$ cat src/sv/odtlc_pkg.sv
`timescale 1ns / 1ps
// ---------------------------------------------------------------------------
// odtlc_pkg: shared types and constants of the traffic light controller
// Lamp word, phase encoding, configuration bundle and register indexes.
// ---------------------------------------------------------------------------
package odtlc_pkg;

	// Configuration port
	localparam int unsigned CFG_IDX_W  = 3;
	localparam int unsigned CFG_DATA_W = 16;

	localparam logic [CFG_IDX_W-1:0] CFG_GREEN_TICKS     = 3'd0;
	localparam logic [CFG_IDX_W-1:0] CFG_RED_TICKS       = 3'd1;
	localparam logic [CFG_IDX_W-1:0] CFG_WALK_TICKS      = 3'd2;
	localparam logic [CFG_IDX_W-1:0] CFG_BLINK_ON_TICKS  = 3'd3;
	localparam logic [CFG_IDX_W-1:0] CFG_BLINK_OFF_TICKS = 3'd4;
	localparam logic [CFG_IDX_W-1:0] CFG_BLINK_CYCLES    = 3'd5;

	// Field widths
	localparam int unsigned TIMER_W = 16;
	localparam int unsigned BLINK_W = 12;
	localparam int unsigned CYC_W   = 4;
	localparam int unsigned STEP_W  = 2;

	// Reset values of the registers
	localparam logic [TIMER_W-1:0] GREEN_TICKS_RST     = 16'd10200;
	localparam logic [TIMER_W-1:0] RED_TICKS_RST       = 16'd3400;
	localparam logic [TIMER_W-1:0] WALK_TICKS_RST      = 16'd5000;
	localparam logic [BLINK_W-1:0] BLINK_ON_TICKS_RST  = 12'd380;
	localparam logic [BLINK_W-1:0] BLINK_OFF_TICKS_RST = 12'd180;
	localparam logic [CYC_W-1:0]   BLINK_CYCLES_RST    = 4'd5;

	// Segments of one on-off-on blink cycle
	localparam logic [STEP_W-1:0] STEP_ON_FIRST  = 2'd0;
	localparam logic [STEP_W-1:0] STEP_OFF       = 2'd1;
	localparam logic [STEP_W-1:0] STEP_ON_SECOND = 2'd2;

	typedef struct packed {
		logic [TIMER_W-1:0] green_ticks;
		logic [TIMER_W-1:0] red_ticks;
		logic [TIMER_W-1:0] walk_ticks;
		logic [BLINK_W-1:0] blink_on_ticks;
		logic [BLINK_W-1:0] blink_off_ticks;
		logic [CYC_W-1:0]   blink_cycles;
	} cfg_t;

	typedef struct packed {
		logic car_red;
		logic car_yellow;
		logic car_green;
		logic walk_red;
		logic walk_yellow;
		logic walk_green;
	} lamps_t;

	typedef enum logic [6:0] {
		PH_GREEN        = 7'b0000001,
		PH_YEL_TO_RED   = 7'b0000010,
		PH_RED          = 7'b0000100,
		PH_YEL_TO_GREEN = 7'b0001000,
		PH_PREP         = 7'b0010000,
		PH_WALK         = 7'b0100000,
		PH_FINAL        = 7'b1000000
	} phase_t;

endpackage

$ cat src/sv/odtlc_core.sv
`timescale 1ns / 1ps
// ---------------------------------------------------------------------------
// odtlc_core: phase sequencer of the traffic light controller
// Drives the lamps from the current state and advances the state once per
// accepted tick.
// ---------------------------------------------------------------------------
module odtlc_core
	import odtlc_pkg::*;
(
	input  logic   clk,
	input  logic   arst_n,
	input  logic   advance,
	input  logic   button_press,
	input  cfg_t   cfg,
	output lamps_t lamps
);

	typedef enum logic [1:0] {
		BLK_RUN   = 2'd0,
		BLK_CYCLE = 2'd1,
		BLK_LAST  = 2'd2
	} blink_res_t;

	phase_t             phase_q, phase_d;
	logic [TIMER_W-1:0] timer_q, timer_d;
	logic [CYC_W-1:0]   idx_q, idx_d;
	logic [STEP_W-1:0]  step_q, step_d;
	logic               req_q, req_d;

	logic               lit;
	logic               normal;
	logic               req_now;
	logic [TIMER_W:0]   tinc;
	logic [TIMER_W-1:0] len_sel;
	logic               t_done;
	logic [BLINK_W-1:0] blen;
	logic [CYC_W:0]     idx_inc;
	logic [TIMER_W-1:0] b_timer;
	logic [CYC_W-1:0]   b_idx;
	logic [STEP_W-1:0]  b_step;
	blink_res_t         b_res;
	logic               enter_en;
	phase_t             enter_ph;

	// Lamps show the state at the start of the tick
	assign lit = (step_q != STEP_OFF);

	always_comb begin
		lamps = '0;
		unique case (phase_q)
			PH_GREEN: begin
				lamps.car_green = 1'b1;
			end
			PH_YEL_TO_RED, PH_YEL_TO_GREEN: begin
				lamps.car_yellow = lit;
			end
			PH_RED: begin
				lamps.car_red = 1'b1;
			end
			PH_PREP: begin
				lamps.car_yellow  = lit;
				lamps.walk_yellow = lit;
				lamps.walk_red    = 1'b1;
			end
			PH_WALK: begin
				lamps.car_red    = 1'b1;
				lamps.walk_green = 1'b1;
			end
			PH_FINAL: begin
				lamps.car_yellow  = lit;
				lamps.walk_yellow = lit;
				lamps.walk_green  = 1'b1;
			end
			default: begin
				lamps = '0;
			end
		endcase
	end

	assign normal  = (phase_q == PH_GREEN) || (phase_q == PH_YEL_TO_RED) ||
	                 (phase_q == PH_RED) || (phase_q == PH_YEL_TO_GREEN);
	assign req_now = req_q | (button_press & normal);
	assign tinc    = {1'b0, timer_q} + 1'b1;

	// Duration of the timed phases
	always_comb begin
		unique case (phase_q)
			PH_RED:  len_sel = cfg.red_ticks;
			PH_WALK: len_sel = cfg.walk_ticks;
			default: len_sel = cfg.green_ticks;
		endcase
	end
	assign t_done = (tinc >= {1'b0, len_sel});

	// One tick of the blink counters
	assign blen    = (step_q == STEP_OFF) ? cfg.blink_off_ticks : cfg.blink_on_ticks;
	assign idx_inc = {1'b0, idx_q} + 1'b1;

	always_comb begin
		b_timer = timer_q;
		b_idx   = idx_q;
		b_step  = step_q;
		b_res   = BLK_RUN;
		if (tinc < {{(TIMER_W - BLINK_W + 1){1'b0}}, blen}) begin
			b_timer = tinc[TIMER_W-1:0];
		end else begin
			b_timer = '0;
			if (step_q != STEP_ON_SECOND) begin
				b_step = step_q + 1'b1;
			end else begin
				b_step = STEP_ON_FIRST;
				if (idx_inc >= {1'b0, cfg.blink_cycles}) begin
					b_res = BLK_LAST;
				end else begin
					b_idx = idx_inc[CYC_W-1:0];
					b_res = BLK_CYCLE;
				end
			end
		end
	end

	always_comb begin
		phase_d  = phase_q;
		timer_d  = timer_q;
		idx_d    = idx_q;
		step_d   = step_q;
		req_d    = req_now;
		enter_en = 1'b0;
		enter_ph = PH_GREEN;
		unique case (phase_q)
			PH_GREEN, PH_RED: begin
				if (req_now) begin
					enter_en = 1'b1;
					enter_ph = (phase_q == PH_GREEN) ? PH_PREP : PH_WALK;
				end else if (t_done) begin
					enter_en = 1'b1;
					enter_ph = (phase_q == PH_GREEN) ? PH_YEL_TO_RED : PH_YEL_TO_GREEN;
				end else begin
					timer_d = tinc[TIMER_W-1:0];
				end
			end
			PH_YEL_TO_RED, PH_YEL_TO_GREEN: begin
				timer_d = b_timer;
				idx_d   = b_idx;
				step_d  = b_step;
				if ((b_res != BLK_RUN) && req_now) begin
					enter_en = 1'b1;
					enter_ph = PH_PREP;
				end else if (b_res == BLK_LAST) begin
					enter_en = 1'b1;
					enter_ph = (phase_q == PH_YEL_TO_RED) ? PH_RED : PH_GREEN;
				end
			end
			PH_PREP: begin
				timer_d = b_timer;
				idx_d   = b_idx;
				step_d  = b_step;
				if (b_res == BLK_LAST) begin
					enter_en = 1'b1;
					enter_ph = PH_WALK;
				end
			end
			PH_WALK: begin
				if (t_done) begin
					enter_en = 1'b1;
					enter_ph = PH_FINAL;
				end else begin
					timer_d = tinc[TIMER_W-1:0];
				end
			end
			PH_FINAL: begin
				timer_d = b_timer;
				idx_d   = b_idx;
				step_d  = b_step;
				if (b_res == BLK_LAST) begin
					req_d    = 1'b0;
					enter_en = 1'b1;
					enter_ph = PH_GREEN;
				end
			end
			default: begin
				// Illegal phase code: recover to car green
				req_d    = 1'b0;
				enter_en = 1'b1;
				enter_ph = PH_GREEN;
			end
		endcase
		if (enter_en) begin
			phase_d = enter_ph;
			timer_d = '0;
			idx_d   = '0;
			step_d  = STEP_ON_FIRST;
		end
	end

	always_ff @(posedge clk or negedge arst_n) begin
		if (!arst_n) begin
			phase_q <= PH_GREEN;
			timer_q <= '0;
			idx_q   <= '0;
			step_q  <= STEP_ON_FIRST;
			req_q   <= 1'b0;
		end else if (advance) begin
			phase_q <= phase_d;
			timer_q <= timer_d;
			idx_q   <= idx_d;
			step_q  <= step_d;
			req_q   <= req_d;
		end
	end

endmodule

$ cat src/sv/odtlc_out_buf.sv
`timescale 1ns / 1ps
// ---------------------------------------------------------------------------
// odtlc_out_buf: result register with skid entry
// Holds the lamp word for the consumer; the upstream stall is registered.
// ---------------------------------------------------------------------------
module odtlc_out_buf
	import odtlc_pkg::*;
(
	input  logic   clk,
	input  logic   arst_n,
	input  logic   push,
	input  lamps_t push_data,
	output logic   full,
	output logic   out_valid,
	input  logic   out_stall,
	output lamps_t out_data
);

	logic   out_valid_q;
	lamps_t out_data_q;
	logic   skid_valid_q;
	lamps_t skid_data_q;
	logic   take;
	logic   out_free;

	assign take     = out_valid_q & ~out_stall;
	assign out_free = ~out_valid_q | take;

	always_ff @(posedge clk or negedge arst_n) begin
		if (!arst_n) begin
			out_valid_q  <= 1'b0;
			skid_valid_q <= 1'b0;
		end else begin
			if (out_free) begin
				out_valid_q  <= skid_valid_q | push;
				skid_valid_q <= 1'b0;
			end else if (push) begin
				skid_valid_q <= 1'b1;
			end
		end
	end

	always_ff @(posedge clk) begin
		if (out_free) begin
			out_data_q <= skid_valid_q ? skid_data_q : push_data;
		end else if (push) begin
			skid_data_q <= push_data;
		end
	end

	assign full      = skid_valid_q;
	assign out_valid = out_valid_q;
	assign out_data  = out_data_q;

endmodule

$ cat src/sv/on_demand_traffic_light_controller.sv
`timescale 1ns / 1ps
// The lamp word of a tick goes into the result register, or into the skid entry while that register is stalled.
// Throughput: one tick per cycle while in_stall is low; the phase state updates in one pass at acceptance.
// in_stall rises only when both the result register and its skid entry hold words.
// Reset (arst_n low, asynchronous): car green, timers and button request cleared,
// output empty, configuration back to its default durations.
// ---------------------------------------------------------------------------
// on_demand_traffic_light_controller: car/pedestrian lights with push button
// Each accepted word is one millisecond tick with the button pulse; each
// tick gives one word with the six lamp states.
// ---------------------------------------------------------------------------
module on_demand_traffic_light_controller
	import odtlc_pkg::*;
(
	input  logic                  clk,
	input  logic                  arst_n,
	// Tick input
	input  logic                  in_valid,
	output logic                  in_stall,
	input  logic                  button_press,
	// Lamp output
	output logic                  out_valid,
	input  logic                  out_stall,
	output logic                  car_red,
	output logic                  car_yellow,
	output logic                  car_green,
	output logic                  walk_red,
	output logic                  walk_yellow,
	output logic                  walk_green,
	// Configuration writes
	input  logic                  cfg_we,
	input  logic [CFG_IDX_W-1:0]  cfg_index,
	input  logic [CFG_DATA_W-1:0] cfg_data
);

	cfg_t   cfg_q;
	lamps_t lamps;
	lamps_t out_lamps;
	logic   accept;
	logic   buf_full;

	// Configuration registers; indexes beyond the list are dropped
	always_ff @(posedge clk or negedge arst_n) begin
		if (!arst_n) begin
			cfg_q.green_ticks     <= GREEN_TICKS_RST;
			cfg_q.red_ticks       <= RED_TICKS_RST;
			cfg_q.walk_ticks      <= WALK_TICKS_RST;
			cfg_q.blink_on_ticks  <= BLINK_ON_TICKS_RST;
			cfg_q.blink_off_ticks <= BLINK_OFF_TICKS_RST;
			cfg_q.blink_cycles    <= BLINK_CYCLES_RST;
		end else if (cfg_we) begin
			unique case (cfg_index)
				CFG_GREEN_TICKS:     cfg_q.green_ticks     <= cfg_data[TIMER_W-1:0];
				CFG_RED_TICKS:       cfg_q.red_ticks       <= cfg_data[TIMER_W-1:0];
				CFG_WALK_TICKS:      cfg_q.walk_ticks      <= cfg_data[TIMER_W-1:0];
				CFG_BLINK_ON_TICKS:  cfg_q.blink_on_ticks  <= cfg_data[BLINK_W-1:0];
				CFG_BLINK_OFF_TICKS: cfg_q.blink_off_ticks <= cfg_data[BLINK_W-1:0];
				CFG_BLINK_CYCLES:    cfg_q.blink_cycles    <= cfg_data[CYC_W-1:0];
				default: begin
				end
			endcase
		end
	end

	// Take a tick whenever the skid entry is free
	assign in_stall = buf_full;
	assign accept   = in_valid & ~buf_full;

	// Sequencer: lamps from the current state, advance on each accepted tick
	odtlc_core u_core (
		.clk          (clk),
		.arst_n       (arst_n),
		.advance      (accept),
		.button_press (button_press),
		.cfg          (cfg_q),
		.lamps        (lamps)
	);

	// Result register plus skid entry toward the consumer
	odtlc_out_buf u_out_buf (
		.clk       (clk),
		.arst_n    (arst_n),
		.push      (accept),
		.push_data (lamps),
		.full      (buf_full),
		.out_valid (out_valid),
		.out_stall (out_stall),
		.out_data  (out_lamps)
	);

	assign car_red     = out_lamps.car_red;
	assign car_yellow  = out_lamps.car_yellow;
	assign car_green   = out_lamps.car_green;
	assign walk_red    = out_lamps.walk_red;
	assign walk_yellow = out_lamps.walk_yellow;
	assign walk_green  = out_lamps.walk_green;

endmodule

$ cat config.mk
export PLATFORM = sky130hd
export DESIGN_NAME = on_demand_traffic_light_controller
export DESIGN_NICKNAME = d
export VERILOG_FILES = /design/src/sv/odtlc_pkg.sv /design/src/sv/odtlc_core.sv /design/src/sv/odtlc_out_buf.sv /design/src/sv/on_demand_traffic_light_controller.sv
export SDC_FILE = /design/constraint.sdc
export NUM_CORES = 1
export LEC_CHECK = 0
export ABC_AREA = 1
export BUFFER_PORTS_ARGS = -buffer_cell sky130_fd_sc_hd__buf_2
export CORE_ASPECT_RATIO = 1.1
export CORE_UTILIZATION = 45
export CTS_BUF_LIST = sky130_fd_sc_hd__clkbuf_4 sky130_fd_sc_hd__clkbuf_8 sky130_fd_sc_hd__clkbuf_16
export DETAILED_ROUTE_END_ITERATION = 12
export PLACE_DENSITY_LB_ADDON = 0.25
export SLEW_MARGIN = 20
export SYNTH_ARGS = -nofsm -noshare
export SYNTH_HDL_FRONTEND = slang
export SYNTH_SLANG_ARGS = --single-unit
$ cat constraint.sdc
create_clock -name clk -period 4.3 [get_ports clk]
set_clock_uncertainty 0.15 [all_clocks]
set_input_delay 0.86 -clock clk [delete_from_list [all_inputs] [get_ports clk]]
set_output_delay 0.86 -clock clk [all_outputs]
set_load 0.05 [all_outputs]
=== After elaboration in Yosys (flattened, before gate mapping) ===
Index checks and enable logic that the tools add are counted.

* Memories kept: 0
* Latch bits: 0
* Output and inout bits: 8
* Input bits: 25
* Word-level logic and storage cells: 133
* Register bits after elaboration: 120
* Bits in read-only memories: 0
* RAM bits: 0

* Shift-type cells: 0
* $mul: 0
* Bitwise operators: 10
* Equality and inequality tests: 20
* Muxes and demuxes: 45
* Div/mod/pow operators: 0
* Reductions and logical operators: 27
* Magnitude comparators: 3
* Add/sub/neg operators: 3

{| class="wikitable"
|+ Operator list
! operator !! count
|-
| 2-to-1 mux 16 bit || 4
|-
| case mux 16 bit (3 select lines) || 1
|-
| 2-to-1 mux 7 bit || 5
|-
| case mux 16 bit (2 select lines) || 1
|-
| case mux 7 bit (4 select lines) || 1
|-
| 2-to-1 mux 4 bit || 6
|-
| 2-to-1 mux 6 bit || 3
|-
| adder 16 x 1 -> 17 bit, second input constant || 1
|-
| greater-or-equal comparator 17 x 16 -> 1 bit || 1
|-
| less-than comparator 17 x 12 -> 1 bit || 1
|-
| AND reduction 2 bit || 8
|-
| 2-to-1 mux 2 bit || 7
|-
| 2-to-1 mux 1 bit || 13
|-
| 2-to-1 mux 12 bit || 1
|-
| OR reduction 2 bit || 5
|-
| inequality test 2 x 1 -> 1 bit, second input constant || 4
|-
| == test 7 x 1 -> 1 bit, second input constant || 1
|-
| == test 7 x 2 -> 1 bit, second input constant || 1
|-
| == test 7 x 3 -> 1 bit, second input constant || 1
|-
| == test 7 x 4 -> 1 bit, second input constant || 1
|-
| == test 7 x 5 -> 1 bit, second input constant || 1
|-
| == test 7 x 6 -> 1 bit, second input constant || 1
|-
| == test 7 bit, second input constant || 1
|-
| == test 3 x 2 -> 1 bit, second input constant || 2
|-
| other kinds (24) || 37
|}

=== Depth between registers and ports, before layout ===
Gate-level depths: netlist of the first run.

* Depth in word-level cells: 11
* Gate-level depth with buffers: 25
* Depth with buffers taken out: 24

=== Modules after synthesis ===
A second synthesis of the first run with hierarchy kept.

* Cell total of the unflattened synthesis: 872
* Area total of the unflattened synthesis: 6974.2 µm²

{| class="wikitable"
|+ By module, submodules not included
! module !! times used !! cells each !! area an instance (µm²) !! seq. area each (µm²)
|-
| odtlc_core || 1 || 487 || 3373.2 || 752.0
|-
| on_demand_traffic_light_controller || 1 || 345 || 3091.7 || 1939.4
|-
| odtlc_out_buf || 1 || 40 || 509.2 || 410.4
|}

=== Least setup slack after synthesis of the first run ===
OpenSTA, ideal clock, no wires.

* Path kind: register to register
* Start point: reg u_core.phase_q[2]
* End point: reg u_core.timer_q[10]
* Clock period less this slack: 3.562 ns
* Path buffers: 3
* Stages on the path, launching flop included: 25
* Setup time: 0.066 ns
* Slack: 0.738 ns
* Arrival time: 3.347 ns
* Required time: 4.084 ns
* Path through: dfrtp_1 -> nor2_1 -> inv_1 -> nor2_1 -> inv_1 -> nor4_1 -> buf_2 -> buf_1 -> a22o_1 -> a21oi_1 -> ha_1 -> a21oi_1 -> o21ai_0 -> a21oi_1 -> nor2_1 -> nor2_2 -> nand3_2 -> nand2_2 -> nand3_2 -> nor2_4 -> nand3_2 -> nor2_4 -> buf_8 -> nand2_2 -> nand2_1

* Word-level cells in the longest chain between the ends: 11
* Elaborated cells between the ends (all ways): 30
* Classes of those cells: order compare: 1; eq/ne: 8; mux: 9; bitwise: 2; reduce/logical: 10

{| class="wikitable"
|+ RTL lines
! element !! RTL line !! RTL
|-
| start, declared || odtlc_core.sv:24 || <nowiki>phase_t phase_q, phase_d;</nowiki>
|-
| start signal, assigned || odtlc_core.sv:204 || <nowiki>phase_q <= phase_d;</nowiki>
|-
| parallel branches: the longest is 11 deep, another holds greater-or-equal comparator 17 x 16 -> 1 bit || - ||
|-
| end signal, assigned || odtlc_core.sv:205 || <nowiki>timer_q <= timer_d;</nowiki>
|-
| end, declared || odtlc_core.sv:25 || <nowiki>logic [TIMER_W-1:0] timer_q, timer_d;</nowiki>
|}

Parallel ways; which one is timed is not known. The select of a mux whose other input is x is not followed.
A chain may end at the register's enable or synchronous reset.

=== Worst setup path in the final report of the first run ===
* Start point: reg u_core.phase_q[2]
* End point: reg u_core.idx_q[2]

* Word-level cells in the longest chain between the ends: 11
* Elaborated cells between the ends (all ways): 29
* Classes of those cells: order compare: 1; eq/ne: 10; mux: 6; bitwise: 2; reduce/logical: 10

{| class="wikitable"
|+ RTL lines
! element !! RTL line !! RTL
|-
| parallel branches: the longest is 11 deep, another holds greater-or-equal comparator 17 x 16 -> 1 bit || - ||
|-
| end signal, assigned || odtlc_core.sv:206 || <nowiki>idx_q <= idx_d;</nowiki>
|-
| end, declared || odtlc_core.sv:26 || <nowiki>logic [CYC_W-1:0] idx_q, idx_d;</nowiki>
|}

Parallel ways; which one is timed is not known.

==> impl_results.md, run 1 <==
* Area delta synth->final at 15.9%
* Reg-to-reg setup timing slack at approximately 0.31 ns
* Final number of hold-violating endpoints at 0
* Port Buffer Count at 32
* Detailed placer's ending HPWL at roughly 11000 microns
* Post-Syn Area per Cell at between 8 and 9 sq um
* DR pass1 iterations at 5
* Start point of the critical path: u_core.phase_q[2]$_DFFE_PN0P_
* Final critical-path setup slack at between 0.3 and 0.4 ns
* Worst slew pin tran at 1.02 ns
* # DRC at 0
* Maximum number of pins on one net before global-route repair at slightly above 60
* Post-DR wirelength/cell at approximately 15 microns
* Final cell utilization of the core at 0.541
* Number of nets in the synthesized netlist at about 850
* Diodes inserted at 0
* Unrepaired setup endpoints after global routing: no
* ANT nets after route at 0
* Final GP Congestion at ~0.9
* Number of synthesized register bits at 120
* Worst reg2reg startpoint: u_core.phase_q[2]$_DFFE_PN0P_
* Endpoint required time on the critical path at ~4.5 ns
* Hold Path Depth at 2
* Total CTS buffers at 17
* Static leakage at around 3.8 nW
* Cell area after synthesis at around 0.0065 sq mm
* Critical Path Source Type: flop
* Crit Path Category: reg -> reg
* Max-slew violation count at 0
* Final wirelength at 14900 microns
* Hold WC Path Type: reg -> reg
* Period Utilization, post-route at 0.929
* Hold EP: cfg_q[4]$_DFFE_PN0P_
* Post-layout nets at 880
* Overall Power at 4.01 mW
* Largest vdd supply drop at roughly 0.00028 V
* Gate count of the mapped netlist at between 700 and 800
* Crit Reg-Reg Endpoint: u_core.idx_q[2]$_DFFE_PN0P_
* TritonCTS clock tree: done
* Starting density of the core at 0.467
* Longest individual stage delay on the worst path at roughly 0.41 ns
* I/O pins at 33
* Count of synthesis-stage warnings from yosys at 0
* Vias in the first global route at between 5000 and 6000
* Sequence of cells on the critical path: nor2_1 > inv_1 > nor2_1 > inv_1 > nor4_2 > buf_6 > a22o_1 > a21oi_1 > ha_1 > inv_1 > nor3_1 > nor3b_1 > nand4_1 > nand4_1 > o21ai_1 > o211ai_1 > nand2_1 > nand2_1 > nand2_1
* Design Area, Final at roughly 0.0076 sq mm
* Total power density per cell area at approximately 530 mW/mm^2
* Number of failing setup endpoints in the final timing report at 0
* Share of layout cells above drive strength 1 at 0.169
* Number of rows created at floorplan at 45
* Total overflow reported by the global router at 0
* Cells on worst reg2reg path at 19
* Std-Cell Core Area at ~0.014 sq mm
* Die H at about 130 microns
* Worst rel slew slack at 0.319
* Number of antenna violations at the first check in global routing at 0
* Placement-stage worst setup slack at 0.341 ns
* Latest clock arrival within the worst-skew pair at roughly 0.43 ns
* Clock Path Buffers at 2
* Critical path endpoint category: flop
* Global-route wire length before repair at between 20000 and 30000 microns
* Outcome: completed
* Final-layout setup total negative slack at 0 ns
* Max Clk Rate at 250 MHz
* Clock period minus worst slack at about 4 ns
* Critical path data arrival time at ~4.2 ns
* Clock transition time at the flip-flop clock pins of the worst setup and hold paths at 0.05 ns
* Global Route Usage Sum at 0.227
* Number of buffers and inverters on the critical path at 4
* CTS sink cnt at 120
* Overall via count from detail_route at between 5000 and 6000
* Placed inst area at approximately 0.0069 sq mm
* Total Die Area at around 0.015 sq mm
* Launch instance of the worst min-delay path: cfg_q[4]$_DFFE_PN0P_
* Synth unique cells at 36
* Max-cap violations at 0
* Routed vias/inst at around 5.2
* Critical-path cell with the highest stage delay: dfrtp_1
* CP max FO at 17
* Die W at ~120 microns
* H-tree depth at 4
* Portion of the post-synthesis area used by sequential elements at 0.476
* Iteration-0 DRC count of the detailed router at 285
* Crit path depth at 19
* Family with the most delay on the worst path: simple AND/OR/NAND/NOR gates
* Root Buffer: clkbuf_16
-- layer usage --
metal | share of wire | wire, microns | vias to the layer above | track usage
met2 | 0.48 | 7180 | 108 | 0.367
met5 | 0 | 0 | - | 0
li1 | - | - | 2651 | -
met4 | 0.017 | 259 | 0 | 0.0827
met1 | 0.46 | 6890 | 2566 | 0.298
met3 | 0.037 | 544 | 22 | 0.0482
-- state kept, by name (all words and copies together) (netlist names) --
register and cells:
u_out_buf.full 1, u_out_buf.out_data 6, cfg_q 76, u_core.step_q 2, u_out_buf.skid_data_q 6, u_core.phase_q 7, u_core.timer_q 16, u_out_buf.out_valid 1
u_core.idx_q 4, u_core.req_q 1
-- per-stage QoR --
stage,hold WS [ns],cells
6_report,0.331,1023
5_1_grt,0.351,1023
4_1_cts,0.336,1021
3_5_place_dp,0.323,989
3_3_place_gp,0.316,989
2_1_floorplan,0.294,787
-- cell usage in the layout (no fill, tap or decap), types with 8 or more instances in the layout --
master / n
nor2_1: 50
edfxtp_1: 12
buf_2: 31
nand3_1: 17
ha_1: 33
o21ai_0: 91
inv_1: 86
a21oi_1: 27
nand3_2: 8
nand4_1: 15
dfstp_2: 31
clkbuf_16: 18
dfrtp_1: 77
nand2_2: 18
a22o_1: 16
nand2_1: 224
mux2i_1: 11
-- kinds of logic after synthesis --
logic type,synth area share
adder cells (fa/ha/maj),0.0633
AO/OA/AOI/OAI,0.129
multiplexers,0.0169
XOR/XNOR,0.0161
AND/OR/NAND/NOR,0.234
buffers and inverters,0.0658
flip-flops,0.476
-- area by class of cell --
type | count | area [sq um]
well taps | 188 | 235
clock inverters | 13 | 190
repair buffers | 39 | 231
inverters | 88 | 330
flip-flops and latches | 120 | 3100
multi-input cells | 556 | 3000
clock buffers | 19 | 464
fillers | 1308 | 6410
-- synthesized netlist by cell type --
cell type	n	area [sq um]
a32o_1	1	10.0
o21ai_0	91	455
nor2_1	51	191
a31oi_1	2	12.5
xnor2_1	5	43.8
nor3_1	4	20.0
buf_1	3	11.3
buf_8	1	15.0
nor4_1	2	12.5
a21oi_2	1	8.76
dfrtp_1	77	1930
nor2_2	5	31.3
clkinv_1	1	3.75
nand3_1	18	90.1
nand2_2	18	113
a21oi_1	27	135
nor2_4	4	45.0
buf_2	1	5.00
a21o_1	1	7.51
xor2_1	7	61.3
ha_1	33	413
nand2_1	224	841
o21ai_1	5	25.0
clkbuf_1	18	67.6
a22o_1	16	140
nand3_2	7	70.1
inv_2	1	3.75
o21bai_1	3	22.5
nor3b_1	1	7.51
o211ai_1	3	22.5
dfstp_2	31	815
mux2i_1	11	110
inv_1	86	323
edfxtp_1	12	360
nand3b_1	1	7.51
nand4_1	15	93.8
-- tightest hold or removal path: cells and delay by family (launching register included) --
kind | cells | cell delay, ns
flip-flops | 1 | 0.34
AND/OR/NAND/NOR | 1 | 0.05
AO/OA/AOI/OAI | 1 | 0.05
-- timing repair --
item	in CTS	in global routing
endpoints found under the setup margin	0	19
hold buffers	0	0
gates resized for setup	0	1
setup buffers	0	2
-- worst max path at each step --
stage                                     end  slack (ns)
2_1_floorplan  u_core.timer_q[10]$_DFFE_PN0P_        0.74
3_3_place_gp    u_core.timer_q[5]$_DFFE_PN0P_        0.08
3_5_place_dp      u_core.idx_q[2]$_DFFE_PN0P_        0.34
4_1_cts           u_core.idx_q[2]$_DFFE_PN0P_        0.31
5_1_grt           u_core.idx_q[2]$_DFFE_PN0P_       0.007
6_report          u_core.idx_q[2]$_DFFE_PN0P_        0.31
-- power breakdown --
part,internal (mW),switching (mW)
registers,1.39,0.121
logic,0.333,0.620
clock network,1.02,0.530
total,2.74,1.27
Note: power is estimated with default switching activity, not from simulation.
==> inputs of run 2 (changes only) <==
Settings changed: ABC_AREA 1 to not set.
==> run 2 against run 1 <==
- sequential share of layout area down 0.27 points
- highest routed layer unchanged
- fmax down 2.7%
- critical path type unchanged
- wire length down 1.7%
- area after synthesis fell by 2.2%
- first-iteration DRC count decreased by 28%
==> impl_results.md, run 2 <==
* Die W at roughly 120 microns
* Total CTS buffers at 17
* CTS sink cnt at 120
* Number of failing setup endpoints in the final timing report at 0
* Critical-path cell with the highest stage delay: nor4b_4
* # DRC at 0
* Longest individual stage delay on the worst path at between 0.4 and 0.5 ns
* Die H at 127 microns
* Hold WC Path Type: reg -> reg
* Gate count of the mapped netlist at around 530
* Vias in the first global route at approximately 4700
* Crit Path Category: reg -> reg
* List of most frequent post-synthesis cells: 82 x mux2_2, 77 x dfrtp_1, 33 x ha_1
* Outcome: completed
* Max-cap violations at 0
* DR pass1 iterations at 4
* Port Buffer Count at 32
* Sequence of cells on the critical path: nor3_2 > nand2b_1 > nor4b_4 > buf_12 > nor2_1 > buf_12 > a21oi_1 > ha_1 > nand4_1 > o41ai_2 > a211oi_2 > nand4_1 > a211oi_4 > o21ai_2 > nand2_2 > mux2_2
* Period Utilization, post-route at 0.955
* Number of antenna violations at the first check in global routing at 0
* Static leakage at roughly 3.4 nW
* Cell with the most instances after synthesis: mux2_2
* H-tree depth at 4
* Synth unique cells at 64
* Count of synthesis-stage warnings from yosys at 0
* Maximum number of pins on one net before global-route repair at 78
* Overall Power at between 3 and 4 mW
* I/O pins at 33
* Share of layout cells above drive strength 1 at 0.388
* Total power density per cell area at slightly below 500 mW/mm^2
* Post-Syn Area per Cell at approximately 12 sq um
* Clock period minus worst slack at between 4 and 5 ns
* Area fraction of the dominant cell type after synthesis at 0.302
* Endpoint required time on the critical path at between 4 and 5 ns
* Post-layout nets at between 600 and 700
* Std-Cell Core Area at between 0.01 and 0.015 sq mm
* Async set-or-reset flop fraction in the synthesized netlist at 0.900
* Final cell utilization of the core at 0.551
* Critical path endpoint category: flop
* Clock transition time at the flip-flop clock pins of the worst setup and hold paths at 0.06 ns
* Number of nets in the synthesized netlist at about 590
* Prevailing post-synth register cell: dfrtp_1
* Number of rows created at floorplan at 45
* Routed vias/inst at slightly below 6
* Post-DR wirelength/cell at 18.4 microns
* Total Die Area at approximately 0.015 sq mm
* Critical path data arrival time at roughly 4.3 ns
* Cells on worst reg2reg path at 16
* Max Clk Rate at around 240 MHz
* Number of synthesized register bits at between 100 and 150
* Detailed placer's ending HPWL at 10500 microns
* ANT nets after route at 0
* Global-route wire length before repair at around 24000 microns
* Final GP Congestion at between 0.9 and 1
* Worst slew pin tran at 0.966 ns
* CTS Hold Buffers Added at 0
* Reg-to-reg setup timing slack at between 0.15 and 0.2 ns
* Max reg flops at 76
* Critical Path Source Type: flop
* Overall via count from detail_route at 4572
* Most flops, register: cfg_q
* Cell types with the largest area share after synthesis: dfrtp_1 30%, mux2_2 14%, dfstp_2 13%
* TritonCTS clock tree: done
* Total overflow reported by the global router at 0
* Latest clock arrival within the worst-skew pair at ~0.42 ns
* Final number of hold-violating endpoints at 0
* Diodes inserted at 0
* Largest registers in the final layout: cfg_q x76, u_core.timer_q x16, u_core.phase_q x7
* Most used cells in the layout excluding fill and tap cells: 82 x mux2_2, 77 x dfrtp_1, 33 x ha_1
* Final wirelength at about 15000 microns
* Clock Path Buffers at 2
* Most common library cell in the layout ignoring fill and taps: mux2_2
* Hold Path Depth at 1
* Area delta synth->final at 19.3%
* Worst rel slew slack at 0.356
* Dominant cell type by area after synthesis: dfrtp_1
* Portion of the post-synthesis area used by sequential elements at 0.486
* Starting density of the core at 0.462
* Cell area after synthesis at ~0.0064 sq mm
* Number of fill cells in the layout at roughly 1200
* Iteration-0 DRC count of the detailed router at slightly above 200
* Global Route Usage Sum at 0.220
* CP max FO at 17
* Count of flip-flops with a built-in enable after synthesis at 12
* Max-slew violation count at 0
* Root Buffer: clkbuf_16
* Largest vdd supply drop at around 0.00034 V
[run 2: cell types whose count changed in the layout (fill, tap and decap cells not counted), sizes merged, moves of 6 or more]
cell    before  now
nand2b       0    8
o31ai        0    6
a22o        16   29
nand2      242   30
o21ai       96   15
nor2b        0    6
nor2        60   19
mux2         0   82
inv         89   16
nand3       25   12
buf         39   59
[run 2: cell families (layout without fill, tap and decap cells)]
logic type	Yosys count	after routing	synth area share
buffers and inverters	34	106	0.0212
XOR/XNOR	19	19	0.0261
AND/OR/NAND/NOR	119	119	0.109
AO/OA/AOI/OAI	113	113	0.128
adder cells (fa/ha/maj)	33	33	0.0648
flip-flops	120	120	0.486
multiplexers	95	95	0.165
[run 2: metrics by stage]
stage / cell area (sq um) / hold WS (ns) / TNS (ns) / std cells / setup WS [ns]
5_1_grt: 7610 / 0.372 / -0.143 / 793 / -0.0454
3_5_place_dp: 6940 / 0.347 / 0 / 757 / 0.0184
6_report: 7610 / 0.354 / 0 / 793 / 0.194
4_1_cts: 7510 / 0.359 / 0 / 790 / 0.00672
2_1_floorplan: 6380 / 0.329 / 0 / 533 / 0.0928
3_3_place_gp: 6940 / 0.340 / 0 / 757 / 0.188
[run 2: power by group]
part	switching [mW]	internal [mW]	total [mW]
Sequential	0.122	1.40	1.52
Clock	0.526	0.809	1.34
Combinational	0.478	0.389	0.867
Total	1.13	2.60	3.72
[run 2: area by class of cell]
class                           count  area (sq um)  share of cell area
Sequential cell                   120          3100               0.408
Multi-Input combinational cell    379          3230               0.424
Inverter                           14          52.6             0.00691
Timing Repair Buffer               60           428              0.0562
Clock inverter                     14           125              0.0164
Tap cell                          188           235              0.0309
Clock buffer                       18           439              0.0577
[run 2: routing by layer]
metal / GRT usage / up-vias / wire length [microns]
li1: - / 2129 / -
met1: 0.299 / 2300 / 6820
met2: 0.340 / 116 / 6840
met3: 0.0473 / 27 / 648
met4: 0.0894 / 0 / 302
met5: 0 / - / 0
[run 2: path summary, 6_finish.rpt]
| kind | from | end |
|---|---|---|
| setup / recovery | u_core.phase_q[6]$_DFFE_PN0P_ | u_core.phase_q[5]$_DFFE_PN0P_ |
| hold / removal | cfg_q[33]$_DFFE_PN0P_ | cfg_q[33]$_DFFE_PN0P_ |
| setup reg to reg | u_core.phase_q[6]$_DFFE_PN0P_ | u_core.phase_q[5]$_DFFE_PN0P_ |
| hold reg to reg | cfg_q[33]$_DFFE_PN0P_ | cfg_q[33]$_DFFE_PN0P_ |
| max in group asynchronous | arst_n | cfg_q[18]$_DFFE_PN1P_ |
| min in group asynchronous | arst_n | cfg_q[10]$_DFFE_PN0P_ |
[run 2: timing repair]
action | 4_1_cts | 5_1_grt
cloned | 0 | 1
resized for setup | 0 | 10
pin swaps | 2 | 5
setup buffers | 1 | 2
endpoints found under the setup margin | 1 | 26
[run 2: worst max-delay path: cells and delay by family (launching register included)]
family	cells	cell delay (ns)
flip-flops	1	0.39
buffers and inverters	2	0.35
AND/OR/NAND/NOR	7	1.34
adder cells (fa/ha/maj)	1	0.28
AO/OA/AOI/OAI	5	1.10
multiplexers	1	0.36
